**config.mk**
```make
export PLATFORM = sky130hd
export DESIGN_NAME = chained_hash_key_store
export DESIGN_NICKNAME = d
export VERILOG_FILES = /design/src/rtl/core/chs_pkg.sv /design/src/rtl/core/chs_hash.sv /design/src/rtl/core/chained_hash_key_store.sv
export SDC_FILE = /design/constraint.sdc
export NUM_CORES = 2
export LEC_CHECK = 0
export ABC_AREA = 1
export BUFFER_PORTS_ARGS = -buffer_cell sky130_fd_sc_hd__clkbuf_2
export CAP_MARGIN = 25
export CORE_UTILIZATION = 27
export CTS_BUF_LIST = sky130_fd_sc_hd__clkbuf_4
export DETAILED_ROUTE_END_ITERATION = 7
export PLACE_DENSITY = 0.46
export SLEW_MARGIN = 20
export SYNTH_ARGS = -nofsm -noshare
export SYNTH_HDL_FRONTEND = slang
export SYNTH_SLANG_ARGS = --single-unit
```
**constraint.sdc**
```tcl
create_clock -name clk -period 15.49 [get_ports clk]
set_input_delay 0 -clock clk [delete_from_list [all_inputs] [get_ports clk]]
set_output_delay 0 -clock clk [all_outputs]
set_load 0.01 [all_outputs]
```
**src/rtl/core/chs_pkg.sv**
```systemverilog
// Package with the sizes, codes, hash tables and address helpers of the chained key store.
`timescale 1ns / 1ps

package chs_pkg;

    localparam int BUCKETS     = 7;
    localparam int CHAIN_DEPTH = 8;
    localparam int SLOTS       = BUCKETS * CHAIN_DEPTH;

    localparam int KEY_W    = 31;
    localparam int HANDLE_W = 16;
    localparam int WORD_W   = KEY_W + HANDLE_W;
    localparam int POS_W    = 4;
    localparam int COUNT_W  = 6;

    localparam int CNT_W   = $clog2(CHAIN_DEPTH + 1);
    localparam int ADDR_W  = (SLOTS > 1) ? $clog2(SLOTS) : 1;
    localparam int BKT_W   = (BUCKETS > 1) ? $clog2(BUCKETS) : 1;
    localparam int TOTAL_W = $clog2(SLOTS + 1);

    localparam int KEY_BYTES  = (KEY_W + 7) / 8;
    localparam int BYTE_CNT_W = (KEY_BYTES > 1) ? $clog2(KEY_BYTES) : 1;

    localparam int DIGIT_MOD = 10;
    localparam int SPREAD    = 10000;

    localparam logic [BKT_W-1:0] BUCKET_LUT [DIGIT_MOD] = '{
        BKT_W'((0 * SPREAD) % BUCKETS),
        BKT_W'((1 * SPREAD) % BUCKETS),
        BKT_W'((2 * SPREAD) % BUCKETS),
        BKT_W'((3 * SPREAD) % BUCKETS),
        BKT_W'((4 * SPREAD) % BUCKETS),
        BKT_W'((5 * SPREAD) % BUCKETS),
        BKT_W'((6 * SPREAD) % BUCKETS),
        BKT_W'((7 * SPREAD) % BUCKETS),
        BKT_W'((8 * SPREAD) % BUCKETS),
        BKT_W'((9 * SPREAD) % BUCKETS)
    };

    localparam logic [1:0] ACT_INSERT = 2'd0;
    localparam logic [1:0] ACT_DELETE = 2'd1;

    typedef enum logic [1:0] {
        ST_DONE,
        ST_PRESENT,
        ST_NOT_FOUND,
        ST_FULL
    } status_t;

    typedef enum logic [2:0] {
        S_IDLE,
        S_HASH,
        S_SCAN,
        S_ACT,
        S_SHIFT,
        S_DONE
    } state_t;

    // Folds one more byte into a running remainder modulo ten.
    function automatic logic [3:0] mod10_step(input logic [3:0] r, input logic [7:0] b);
        logic [11:0] v;
        v = {r, b};
        for (int k = 7; k >= 0; k--) begin
            if (v >= (12'd10 << k)) begin
                v = v - (12'd10 << k);
            end
        end
        return v[3:0];
    endfunction

    function automatic logic [ADDR_W-1:0] slot_addr(input logic [BKT_W-1:0] b,
                                                    input logic [CNT_W-1:0] i);
        return ADDR_W'(int'(b) * CHAIN_DEPTH + int'(i));
    endfunction

endpackage

```
**src/rtl/core/chs_hash.sv**
```systemverilog
// Bucket hash unit that reduces a key modulo ten one byte per cycle.
`timescale 1ns / 1ps

module chs_hash (
    input  logic                     clk,
    input  logic                     rst_n,
    input  logic                     start,
    input  logic [chs_pkg::KEY_W-1:0] key,
    output logic                     done,
    output logic [chs_pkg::BKT_W-1:0] bucket
);
    import chs_pkg::*;

    logic                     run_reg, run_next;
    logic [BYTE_CNT_W-1:0]    cnt_reg, cnt_next;
    logic [3:0]               rem_reg, rem_next;
    logic [8*KEY_BYTES-1:0]   shift_reg, shift_next;
    logic [BKT_W-1:0]         bucket_reg, bucket_next;
    logic [3:0]               rem_step;

    assign rem_step = mod10_step(rem_reg, shift_reg[8*KEY_BYTES-1 -: 8]);
    assign done     = run_reg && (cnt_reg == BYTE_CNT_W'(KEY_BYTES - 1));
    assign bucket   = bucket_reg;

    always_comb
    begin
        run_next    = run_reg;
        cnt_next    = cnt_reg;
        rem_next    = rem_reg;
        shift_next  = shift_reg;
        bucket_next = bucket_reg;
        if (start)
        begin
            run_next   = 1'b1;
            cnt_next   = '0;
            rem_next   = '0;
            shift_next = (8*KEY_BYTES)'(key);
        end
        else if (run_reg)
        begin
            rem_next   = rem_step;
            shift_next = shift_reg << 8;
            cnt_next   = BYTE_CNT_W'(cnt_reg + 1'b1);
            if (done)
            begin
                run_next    = 1'b0;
                bucket_next = BUCKET_LUT[rem_step];
            end
        end
    end

    always_ff @(posedge clk or negedge rst_n)
    begin
        if (!rst_n)
        begin
            run_reg <= 1'b0;
            cnt_reg <= '0;
            rem_reg <= '0;
        end
        else
        begin
            run_reg <= run_next;
            cnt_reg <= cnt_next;
            rem_reg <= rem_next;
        end
    end

    always_ff @(posedge clk)
    begin
        shift_reg  <= shift_next;
        bucket_reg <= bucket_next;
    end

endmodule

```
**src/rtl/core/chained_hash_key_store.sv**
```systemverilog
// Top level of the chained key store: control sequencer, slot memory and bucket fill counts.
// A request is hashed, the bucket's slots are compared in turn, the action is taken, each later
// entry is moved up on a delete, and the result is registered.
// One request at a time; the next can be taken in the same cycle as the result is presented.
// Reset clears all fill counts, the entry count and the handshakes; slot memory is not cleared.
`timescale 1ns / 1ps

module chained_hash_key_store (
    input  logic                        clk,
    input  logic                        rst_n,
    input  logic                        in_valid,
    output logic                        in_ready,
    input  logic [1:0]                  action,
    input  logic [chs_pkg::KEY_W-1:0]   key,
    input  logic [chs_pkg::HANDLE_W-1:0] record_handle,
    output logic                        out_valid,
    input  logic                        out_ready,
    output logic [1:0]                  status,
    output logic [chs_pkg::POS_W-1:0]   chain_position,
    output logic [chs_pkg::HANDLE_W-1:0] found_handle,
    output logic [chs_pkg::COUNT_W-1:0] entry_count
);
    import chs_pkg::*;

    state_t                state_reg, state_next;
    logic [1:0]            action_reg, action_next;
    logic [KEY_W-1:0]      key_reg, key_next;
    logic [HANDLE_W-1:0]   handle_reg, handle_next;
    logic [CNT_W-1:0]      idx_reg, idx_next;
    logic [CNT_W-1:0]      cmp_idx_reg, cmp_idx_next;
    logic                  pend_reg, pend_next;
    logic                  hit_reg, hit_next;
    logic [CNT_W-1:0]      hit_idx_reg, hit_idx_next;
    logic [HANDLE_W-1:0]   found_reg, found_next;
    logic [CNT_W-1:0]      dst_reg, dst_next;
    logic [CNT_W-1:0]      last_reg, last_next;
    status_t               res_status_reg, res_status_next;
    logic [POS_W-1:0]      res_pos_reg, res_pos_next;
    logic [HANDLE_W-1:0]   res_found_reg, res_found_next;
    logic [TOTAL_W-1:0]    total_reg, total_next;
    logic [CNT_W-1:0]      fill_reg [BUCKETS];
    logic                  out_valid_reg, out_valid_next;
    logic [1:0]            out_status_reg, out_status_next;
    logic [POS_W-1:0]      out_pos_reg, out_pos_next;
    logic [HANDLE_W-1:0]   out_found_reg, out_found_next;
    logic [COUNT_W-1:0]    out_count_reg, out_count_next;

    logic [WORD_W-1:0]     slot_mem [SLOTS];
    logic [WORD_W-1:0]     rd_data_reg;
    logic                  mem_re, mem_we;
    logic [ADDR_W-1:0]     mem_raddr, mem_waddr;
    logic [WORD_W-1:0]     mem_wdata;

    logic                  fill_we;
    logic [CNT_W-1:0]      fill_wdata;
    logic [CNT_W-1:0]      fill_cur;
    logic                  hash_start, hash_done;
    logic [BKT_W-1:0]      bucket;
    logic                  match;

    chs_hash u_hash (
        .clk    (clk),
        .rst_n  (rst_n),
        .start  (hash_start),
        .key    (key),
        .done   (hash_done),
        .bucket (bucket)
    );

    assign in_ready       = (state_reg == S_IDLE);
    assign hash_start     = in_valid && in_ready;
    assign fill_cur       = fill_reg[bucket];
    assign match          = pend_reg && (rd_data_reg[WORD_W-1:HANDLE_W] == key_reg);
    assign out_valid      = out_valid_reg;
    assign status         = out_status_reg;
    assign chain_position = out_pos_reg;
    assign found_handle   = out_found_reg;
    assign entry_count    = out_count_reg;

    always_comb
    begin
        state_next      = state_reg;
        action_next     = action_reg;
        key_next        = key_reg;
        handle_next     = handle_reg;
        idx_next        = idx_reg;
        cmp_idx_next    = cmp_idx_reg;
        pend_next       = pend_reg;
        hit_next        = hit_reg;
        hit_idx_next    = hit_idx_reg;
        found_next      = found_reg;
        dst_next        = dst_reg;
        last_next       = last_reg;
        res_status_next = res_status_reg;
        res_pos_next    = res_pos_reg;
        res_found_next  = res_found_reg;
        total_next      = total_reg;
        out_valid_next  = out_valid_reg && !out_ready;
        out_status_next = out_status_reg;
        out_pos_next    = out_pos_reg;
        out_found_next  = out_found_reg;
        out_count_next  = out_count_reg;
        mem_re          = 1'b0;
        mem_raddr       = slot_addr(bucket, idx_reg);
        mem_we          = 1'b0;
        mem_waddr       = slot_addr(bucket, dst_reg);
        mem_wdata       = rd_data_reg;
        fill_we         = 1'b0;
        fill_wdata      = fill_cur;

        case (state_reg)
            S_IDLE:
            begin
                pend_next = 1'b0;
                if (in_valid)
                begin
                    action_next = action;
                    key_next    = key;
                    handle_next = record_handle;
                    idx_next    = '0;
                    state_next  = S_HASH;
                end
            end
            S_HASH:
            begin
                if (hash_done)
                begin
                    state_next = S_SCAN;
                end
            end
            S_SCAN:
            begin
                if (match)
                begin
                    hit_next     = 1'b1;
                    hit_idx_next = cmp_idx_reg;
                    found_next   = rd_data_reg[HANDLE_W-1:0];
                    pend_next    = 1'b0;
                    state_next   = S_ACT;
                end
                else if (idx_reg < fill_cur)
                begin
                    mem_re       = 1'b1;
                    mem_raddr    = slot_addr(bucket, idx_reg);
                    pend_next    = 1'b1;
                    cmp_idx_next = idx_reg;
                    idx_next     = CNT_W'(idx_reg + 1'b1);
                end
                else
                begin
                    hit_next   = 1'b0;
                    pend_next  = 1'b0;
                    state_next = S_ACT;
                end
            end
            S_ACT:
            begin
                res_found_next = '0;
                res_pos_next   = '0;
                state_next     = S_DONE;
                case (action_reg)
                    ACT_INSERT:
                    begin
                        if (hit_reg)
                        begin
                            res_status_next = ST_PRESENT;
                            res_pos_next    = POS_W'(hit_idx_reg + 1'b1);
                        end
                        else if (int'(fill_cur) >= CHAIN_DEPTH)
                        begin
                            res_status_next = ST_FULL;
                        end
                        else
                        begin
                            res_status_next = ST_DONE;
                            res_pos_next    = POS_W'(fill_cur + 1'b1);
                            mem_we          = 1'b1;
                            mem_waddr       = slot_addr(bucket, fill_cur);
                            mem_wdata       = {key_reg, handle_reg};
                            fill_we         = 1'b1;
                            fill_wdata      = CNT_W'(fill_cur + 1'b1);
                            total_next      = TOTAL_W'(total_reg + 1'b1);
                        end
                    end
                    ACT_DELETE:
                    begin
                        if (hit_reg)
                        begin
                            res_status_next = ST_DONE;
                            res_pos_next    = POS_W'(hit_idx_reg + 1'b1);
                            fill_we         = 1'b1;
                            fill_wdata      = CNT_W'(fill_cur - 1'b1);
                            total_next      = TOTAL_W'(total_reg - 1'b1);
                            if (CNT_W'(hit_idx_reg + 1'b1) < fill_cur)
                            begin
                                mem_re     = 1'b1;
                                mem_raddr  = slot_addr(bucket, CNT_W'(hit_idx_reg + 1'b1));
                                dst_next   = hit_idx_reg;
                                last_next  = CNT_W'(fill_cur - 1'b1);
                                state_next = S_SHIFT;
                            end
                        end
                        else
                        begin
                            res_status_next = ST_NOT_FOUND;
                        end
                    end
                    default:
                    begin
                        if (hit_reg)
                        begin
                            res_status_next = ST_DONE;
                            res_pos_next    = POS_W'(hit_idx_reg + 1'b1);
                            res_found_next  = found_reg;
                        end
                        else
                        begin
                            res_status_next = ST_NOT_FOUND;
                        end
                    end
                endcase
            end
            S_SHIFT:
            begin
                mem_we    = 1'b1;
                mem_waddr = slot_addr(bucket, dst_reg);
                mem_wdata = rd_data_reg;
                if (CNT_W'(dst_reg + 1'b1) < last_reg)
                begin
                    mem_re    = 1'b1;
                    mem_raddr = slot_addr(bucket, CNT_W'(dst_reg + 2'd2));
                    dst_next  = CNT_W'(dst_reg + 1'b1);
                end
                else
                begin
                    state_next = S_DONE;
                end
            end
            S_DONE:
            begin
                if (!out_valid_reg || out_ready)
                begin
                    out_valid_next  = 1'b1;
                    out_status_next = res_status_reg;
                    out_pos_next    = res_pos_reg;
                    out_found_next  = res_found_reg;
                    out_count_next  = COUNT_W'(total_reg);
                    state_next      = S_IDLE;
                end
            end
            default:
            begin
                state_next = S_IDLE;
            end
        endcase
    end

    always_ff @(posedge clk or negedge rst_n)
    begin
        if (!rst_n)
        begin
            state_reg     <= S_IDLE;
            pend_reg      <= 1'b0;
            total_reg     <= '0;
            out_valid_reg <= 1'b0;
            for (int b = 0; b < BUCKETS; b++)
            begin
                fill_reg[b] <= '0;
            end
        end
        else
        begin
            state_reg     <= state_next;
            pend_reg      <= pend_next;
            total_reg     <= total_next;
            out_valid_reg <= out_valid_next;
            if (fill_we)
            begin
                fill_reg[bucket] <= fill_wdata;
            end
        end
    end

    always_ff @(posedge clk)
    begin
        action_reg     <= action_next;
        key_reg        <= key_next;
        handle_reg     <= handle_next;
        idx_reg        <= idx_next;
        cmp_idx_reg    <= cmp_idx_next;
        hit_reg        <= hit_next;
        hit_idx_reg    <= hit_idx_next;
        found_reg      <= found_next;
        dst_reg        <= dst_next;
        last_reg       <= last_next;
        res_status_reg <= res_status_next;
        res_pos_reg    <= res_pos_next;
        res_found_reg  <= res_found_next;
        out_status_reg <= out_status_next;
        out_pos_reg    <= out_pos_next;
        out_found_reg  <= out_found_next;
        out_count_reg  <= out_count_next;
    end

    always_ff @(posedge clk)
    begin
        if (mem_we)
        begin
            slot_mem[mem_waddr] <= mem_wdata;
        end
        if (mem_re)
        begin
            rd_data_reg <= slot_mem[mem_raddr];
        end
    end

endmodule

```
After elaboration in Yosys (flattened, before gate mapping):

Memories as Yosys holds them, arrays and structs flattened. A register that Yosys moved wholly into a read port is not among the register bits.
Index checks and enable logic that the tools add are counted.

* bits in registers: 214
* bits in writable memories: 2632
* ROM bits: 48
* bits of input ports: 53
* output and inout bits: 30
* logic and storage cells: 217
* memories: 2

Memories
* slot_mem: words 56, bits a word 47, read ports 1, clocked after memory_dff 1, write ports 1, RTL line chained_hash_key_store.sv:48 `logic [WORD_W-1:0] slot_mem [SLOTS];`
* (name not given): words 16, bits a word 3, read ports 1, clocked after memory_dff 1, write ports 0, RTL line chs_hash.sv:47 `bucket_next = BUCKET_LUT[rem_step];`

* add/sub/neg operators: 22
* magnitude comparators: 14
* eq/ne operators: 23
* multiplexer cells: 92
* bitwise operators: 5
* reduce and logical (&&, ||, !) cells: 26

Operator list (count)
* $mux W47: 4
* $mux W12: 7
* $mux W4: 21
* $mux W6: 11
* $mux W31: 2
* $eq A31 B31 Y1: 1
* $add A6 B4 Y6: 5
* $bwmux W28: 1
* $ne A2 B2 Y1 const B: 14
* $pmux W4 S2: 3
* $pmux W6 S2: 2
* $mux W1: 22
* $mux W3: 6
* $pmux W3 S6: 1
* $add A4 B1 Y4 const B: 4
* $reduce_and A5 Y1: 3
* $bmux W4 S3: 1
* $demux W4 S3: 1
* $ge A12 B10 Y1 const B: 1
* $ge A12 B11 Y1 const B: 1
* $ge A12 B4 Y1 const B: 1
* $ge A12 B5 Y1 const B: 1
* $ge A12 B6 Y1 const B: 1
* $ge A12 B7 Y1 const B: 1
* 40 further kinds: 67

Longest topological paths before layout:

* depth in word-level cells: 18
* gate-level depth with buffers: 54
* gate-level depth less buffers: 54

Hierarchy:

From an unflattened synthesis, not the netlist that was laid out.

* cell total of the unflattened synthesis: 11608
* area total of the unflattened synthesis: 126367.4 um^2

Modules (own cells, without submodules)
* chained_hash_key_store: times used 1, cells an instance 11030, area an instance 122480.0 um^2, seq. area each 85507.0 um^2
* chs_hash: times used 1, cells an instance 578, area an instance 3887.5 um^2, seq. area each 1216.2 um^2

Worst setup path before layout:

OpenSTA, ideal clock, no wires.

* path type: register to register
* start point: reg u_hash.rem_reg[0]
* end point: reg u_hash.bucket_reg[0] (netlist: u_hash.bucket[0]), data pin
* library setup time: 253 ps
* arrival: 5201 ps
* required time: 15237 ps
* path slack: 10036 ps
* stages on the path, launching flop included: 51
* path buffers: 1
* clock period less this slack: 5454 ps
* path through: dfrtp_1 -> inv_1 -> ha_1 -> nor2_1 -> nor2_2 -> nand2_2 -> nand2_1 -> inv_2 -> nor2_2 -> nand3_1 -> nand2_2 -> nand2_2 -> nand2_4 -> nand3_4 -> nand2_2 -> nand2_2 -> nand2_2 -> nand2_2 -> [... 15 more ...] -> inv_1 -> ha_1 -> nor3b_1 -> nand3_1 -> nand2_1 -> inv_2 -> nand3_4 -> inv_2 -> nand2_1 -> nand2_1 -> inv_1 -> ha_1 -> xnor2_1 -> nand2_2 -> nand2_2 -> inv_2 -> nand3_1 -> nand2_1

* longest elaborated chain between the ends: 17
* elaborated cells between the ends (all ways): 25
* those cells by class: 8 x add/sub; 8 x order compare; 8 x mux; 1 x bitwise

Ends and longest elaborated chain
* start: declaration: RTL line chs_hash.sv:16 `logic [3:0] rem_reg, rem_next;`
* start signal: assignment: RTL line chs_hash.sv:64 `rem_reg <= rem_next;`
* $sub A12 B11 Y12 or $ge A12 B11 Y1 (tied branches): RTL line chs_pkg.sv:65, chs_pkg.sv:64
* $mux W12 (*): RTL line chs_pkg.sv:64 `if (v >= (12'd10 << k)) begin`
* $sub A12 B10 Y12 or $ge A12 B10 Y1 (tied branches): RTL line chs_pkg.sv:65, chs_pkg.sv:64
* $mux W12 (*): RTL line chs_pkg.sv:64
* $sub A12 B9 Y12 or $ge A12 B9 Y1 (tied branches): RTL line chs_pkg.sv:65, chs_pkg.sv:64
* $mux W12 (*): RTL line chs_pkg.sv:64
* $sub A12 B8 Y12 or $ge A12 B8 Y1 (tied branches): RTL line chs_pkg.sv:65, chs_pkg.sv:64
* $mux W12 (*): RTL line chs_pkg.sv:64
* $sub A12 B7 Y12 or $ge A12 B7 Y1 (tied branches): RTL line chs_pkg.sv:65, chs_pkg.sv:64
* $mux W12 (*): RTL line chs_pkg.sv:64
* $sub A12 B6 Y12 or $ge A12 B6 Y1 (tied branches): RTL line chs_pkg.sv:65, chs_pkg.sv:64
* $mux W12 (*): RTL line chs_pkg.sv:64
* $sub A12 B5 Y12 or $ge A12 B5 Y1 (tied branches): RTL line chs_pkg.sv:65, chs_pkg.sv:64
* $mux W12 (*): RTL line chs_pkg.sv:64
* $ge A12 B4 Y1 or $sub A4 B4 Y4 (tied branches): RTL line chs_pkg.sv:64, chs_pkg.sv:65
* $mux W4 (*): RTL line chs_pkg.sv:64
* $not A4 Y5 (not written as such) (*): RTL line chs_hash.sv:47
* end: declaration: RTL line chs_hash.sv:18 `logic [BKT_W-1:0] bucket_reg, bucket_next;`

Mark *: on every way between the ends. The rest lies on a longest branch, timed or not.
A chain may end at the register's enable or synchronous reset.

Final worst setup path:

* start point: reg u_hash.bucket_reg[0] (netlist: u_hash.bucket[0])
* end point: reg rd_data_reg[30], read port of slot_mem, data pin

* longest elaborated chain between the ends: 9
* elaborated cells between the ends (all ways): 20
* those cells by class: 3 x add/sub; 2 x order compare; 14 x mux; 1 x bitwise

Ends and longest elaborated chain
* $not A3 Y4 (not written as such): RTL line chained_hash_key_store.sv:72 `assign fill_cur = fill_reg[bucket];`
* $bmux W4 S3: RTL line chained_hash_key_store.sv:72
* $mux W4 (not written as such) (2 in series): RTL line chained_hash_key_store.sv:72
* $lt A4 B4 Y1: RTL line chained_hash_key_store.sv:194 `if (CNT_W'(hit_idx_reg + 1'b1) < fill_cur)`
* $mux W1 or $mux W6 (tied branches): RTL line chained_hash_key_store.sv:194
* $mux W1 or $mux W6 (tied branches): RTL line chained_hash_key_store.sv:187 `if (hit_reg)`
* $mux W1 or $mux W6 (tied branches): RTL line chained_hash_key_store.sv:161 `case (action_reg)`
* $pmux W1 S3 or $pmux W6 S2 (tied branches): RTL line chained_hash_key_store.sv:111 `case (state_reg)`
* end: declaration: RTL line chained_hash_key_store.sv:49 `logic [WORD_W-1:0] rd_data_reg;`

Parallel ways exist; a longest one is shown, timed or not. The select of a mux whose other input is x is not followed.

==> key figures <==
Worst setup path
  • FF-to-FF path depth: 27
  • Setup slack of the most critical reg-to-reg path: 7.89 ns
  • Critical path startpoint category: register
  • Data required time at the worst endpoint: 16.86 ns
  • Critical path endpoint category: register
  • Largest fanout on the critical path: 174
  • CP Data Arrival Time: 8.96 ns
  • Critical path type: reg -> reg

Timing
  • Largest clock skew in the final design: about 0.18 ns
  • RSZ-0062 raised after global routing: no
  • Max-slew headroom: 0.259
  • Count of final max-slew check failures: 0
  • Final Hold Violating Endpoints: 0
  • Transition time of the tightest slew-check pin: about 1.1 ns
  • Top achievable clock speed: ~0.13 GHz
  • Total negative slack for setup checks: 0 ns
  • Slack of the critical path: 7.89 ns
  • Smallest hold slack: 0.180 ns
  • Final cycle utilization of the critical path: 0.491
  • Final setup vio count: 0
  • Clock period minus worst slack: 7.60 ns

Clock tree
  • Buffer type at the clock tree root: clkbuf_4
  • CTS tree: done
  • Clock slew at reported path FFs: 0.07 ns
  • Count of instances resized after the clock tree is built: 0
  • Number of H-tree branching levels: 6
  • # clock sinks: between 2000 and 3000
  • Maximum count of clock buffers along a single path: 4
  • Clock Latency Late Sink: 1.65 ns
  • TritonCTS buffer count: 733

Min path
  • Hold-critical path depth: 4
  • Hold Crit Class: in -> reg

Logic synthesis
  • Cells after Synth: 9009
  • Flip-flop and latch count after synthesis: 2896
  • Share of the synthesized area in compound gates (AO/OA/AOI/OAI): 0.126
  • Netlist area before placement: 0.116 sq mm
  • Fraction of registers with async set/reset: 0.0159
  • Synth Area in XOR/XNOR: 0.00258
  • Net count after synthesis: 9099
  • Fraction of the mapped netlist area in simple logic gates: 0.0897
  • Number of flops mapped to enable cells by yosys: 2849
  • Arithmetic-cell share of the synthesized area counting full adders, half adders and majority gates: 0.00407
  • Multiplexer share of the synthesized area: 0.000173
  • Synth unique cells: 57
  • Primary FF master, synth: edfxtp_1
  • Seq/Total Area, Yosys: 0.751
  • Yosys warns: 0
  • Dominant combinational cell family by area after synthesis: compound AO/OA/AOI/OAI gates
  • Mean instance size in the synthesized netlist: 12.8 sq um

Final layout
  • Net count of the finished layout: 9737
  • Utilization after layout: 0.317
  • Filler cells: 42361
  • Most frequent cells in the layout: edfxtp_1 (2849), nor2_1 (1734), o21ai_0 (1717), clkbuf_4 (1049), o22ai_1 (693)
  • Synth-to-Final Area Change: 16.5%
  • Number of flip-flops in the largest register: 2632
  • Area of the multi-input gates: 0.0265 sq mm
  • Most common library cell in the layout ignoring fill and taps: edfxtp_1
  • Fraction of layout cells with a size suffix above 1: 0.160
  • Footprint of the flip-flops and latches: 0.0867 sq mm

Die
  • Standard-cell row count: 239
  • Horiz. Die Dim: ~660 um
  • Core outline area: approximately 0.42 sq mm
  • Initial core utilization: 0.272
  • Total Die Area: 0.431 sq mm
  • Top-level port count: 83
  • Die height: ~660 um

Detailed routing
  • Number of vias per cell after detailed routing: just over 5
  • Wire length per cell after detailed routing: 26.1 um
  • Drt drc: 0
  • Violation count after the first detailed-routing iteration: 9048
  • Count of TritonRoute iterations in the first routing pass: 6
  • Total detailed-routing wirelength: 413000 um
  • Antenna violation net count after detailed routing: 0
  • Via count: 81057

Pwr
  • Maximum VDD drop: 515 uV
  • Total Power: about 32 mW
  • Leakage: 44.1 nW
  • Total power per unit cell area: ~230 mW/mm^2

Global routing
  • Initial antenna violation count: 24
  • Vias in the first global route: 78392
  • Overall global routing resource usage: 0.185
  • Global-route wire length before repair: 579000 um
  • Remaining global-route overflow: 0
  • Largest net degree at the start of global routing: a little under 200

Placement
  • Routability cong.: 0.805
  • Setup slack after placement: between 8 and 9 ns
  • Post-DP HPWL: about 210000 um
  • Buffers added on ports: 82

Job
  • Max-capacitance violation count: 0

Outcome
  • Outcome: finished clean
-- worst max-delay path, stage by stage, from the launching register on --
cell	delay [ns]
edfxtp_1	0.55
inv_1	0.14
nand2_1	0.16
inv_1	0.08
nand2_1	0.05
o21ai_0	0.08
a221oi_1	0.25
nand2_1	0.25
inv_1	0.23
ha_1	0.28
a21oi_1	0.17
nand2_1	0.11
nor2_1	0.47
inv_1	0.21
o21ai_0	0.21
o21ai_0	0.17
nand2_4	0.61
buf_4	0.65
buf_12	0.58
buf_4	0.63
o21ai_0	0.15
o22ai_1	0.20
o21ai_0	0.10
o22ai_1	0.33
nand2_1	0.12
o21ai_0	0.19
nand2_1	0.13
nand2_1	0.10
-- metrics by stage --
stage / cells / instance area (sq um)
final: 15822 / 135000
after global routing: 15822 / 135000
after CTS: 15817 / 135000
after detailed placement: 14412 / 124000
after global placement: 14400 / 124000
after floorplan: 9009 / 116000
-- final cells by class --
class                   count  area share
repair buffers            492      0.0320
clock inverters           193     0.00912
clock buffers            1049      0.0585
well taps                5663      0.0526
diodes                      5   0.0000929
multi-input cells        5297       0.197
flip-flops and latches   2896       0.644
inverters                 227     0.00665
-- cell usage after synthesis (2+ instances only) --
library cell / count / area (sq um)
dfrtp_1: 46 / 1150
buf_6: 2 / 22.5
nand4_1: 20 / 125
a22oi_1: 5 / 37.5
clkinv_1: 8 / 30.0
nor2_2: 9 / 56.3
nand3_4: 4 / 70.1
clkbuf_1: 563 / 2110
a22o_1: 2 / 17.5
o21ai_1: 10 / 50.1
nand2_2: 32 / 200
a211oi_1: 4 / 30.0
nor2_4: 7 / 78.8
inv_2: 17 / 63.8
o221ai_1: 121 / 1060
nand3_1: 139 / 696
o22ai_1: 693 / 4340
o211ai_1: 5 / 37.5
ha_1: 36 / 450
mux2i_1: 2 / 20.0
nand2_1: 551 / 2070
or2_2: 6 / 37.5
a21oi_1: 22 / 110
o21ai_0: 1739 / 8700
nand3_2: 10 / 100
nor2_1: 1792 / 6730
buf_1: 22 / 82.6
and3_1: 2 / 12.5
xor2_1: 22 / 193
a32o_1: 7 / 70.1
buf_2: 2 / 10.0
edfxtp_1: 2849 / 85600
a221oi_1: 2 / 17.5
nor3_1: 9 / 45.0
nand2_4: 5 / 56.3
o2111ai_1: 2 / 17.5
nand3b_1: 6 / 45.0
xnor2_1: 12 / 105
o21a_1: 2 / 15.0
inv_1: 201 / 754
nor4_1: 5 / 31.3
-- per-layer routing --
metal	up-vias	routed length (um)	global-route usage
met3	697	31300	0.0306
met5	-	37	0
met2	3663	195000	0.305
met4	6	11300	0.0564
met1	41591	176000	0.248
li1	35100	-	-
-- final timing paths --
| kind | to | startpoint |
|---|---|---|
| max | rd_data_reg[30]$_DFFE_PP_ | u_hash.bucket[0]$_DFFE_PP_ |
| min | handle_reg[4]$_DFFE_PP_ | record_handle[4] |
| max in group asynchronous | fill_reg[19]$_DFFE_PN0P_ | rst_n |
| min in group asynchronous | state_reg[0]$_DFFE_PN0P_ | rst_n |
| max reg2reg | rd_data_reg[30]$_DFFE_PP_ | u_hash.bucket[0]$_DFFE_PP_ |
| min reg2reg | u_hash.shift_reg[31]$_SDFFE_PP0P_ | u_hash.shift_reg[23]$_DFFE_PP_ |
-- report_power, final --
part / internal [mW] / switching [mW] / leakage [nW]
Clock: 3.34 / 3.13 / 5.41
Sequential: 9.76 / 0.229 / 26.3
Combinational: 3.91 / 11.2 / 12.3
-- repair_timing --
| action | in CTS | in global routing |
|---|---|---|
| endpoints found under the hold margin | 226 | 0 |
| hold buffers | 163 | 0 |
| setup buffers | 0 | 0 |
-- cells by family (layout without fill, tap and decap cells) --
group | Yosys count | count (layout)
flops | 2896 | 2896
other cells | 0 | 5
mux | 2 | 2
buf+inv | 816 | 1961
simple gates | 2600 | 2600
compound gates | 2624 | 2624
fa+ha+maj | 37 | 37
xor+xnor | 34 | 34
(Power assumes the default switching activity.)
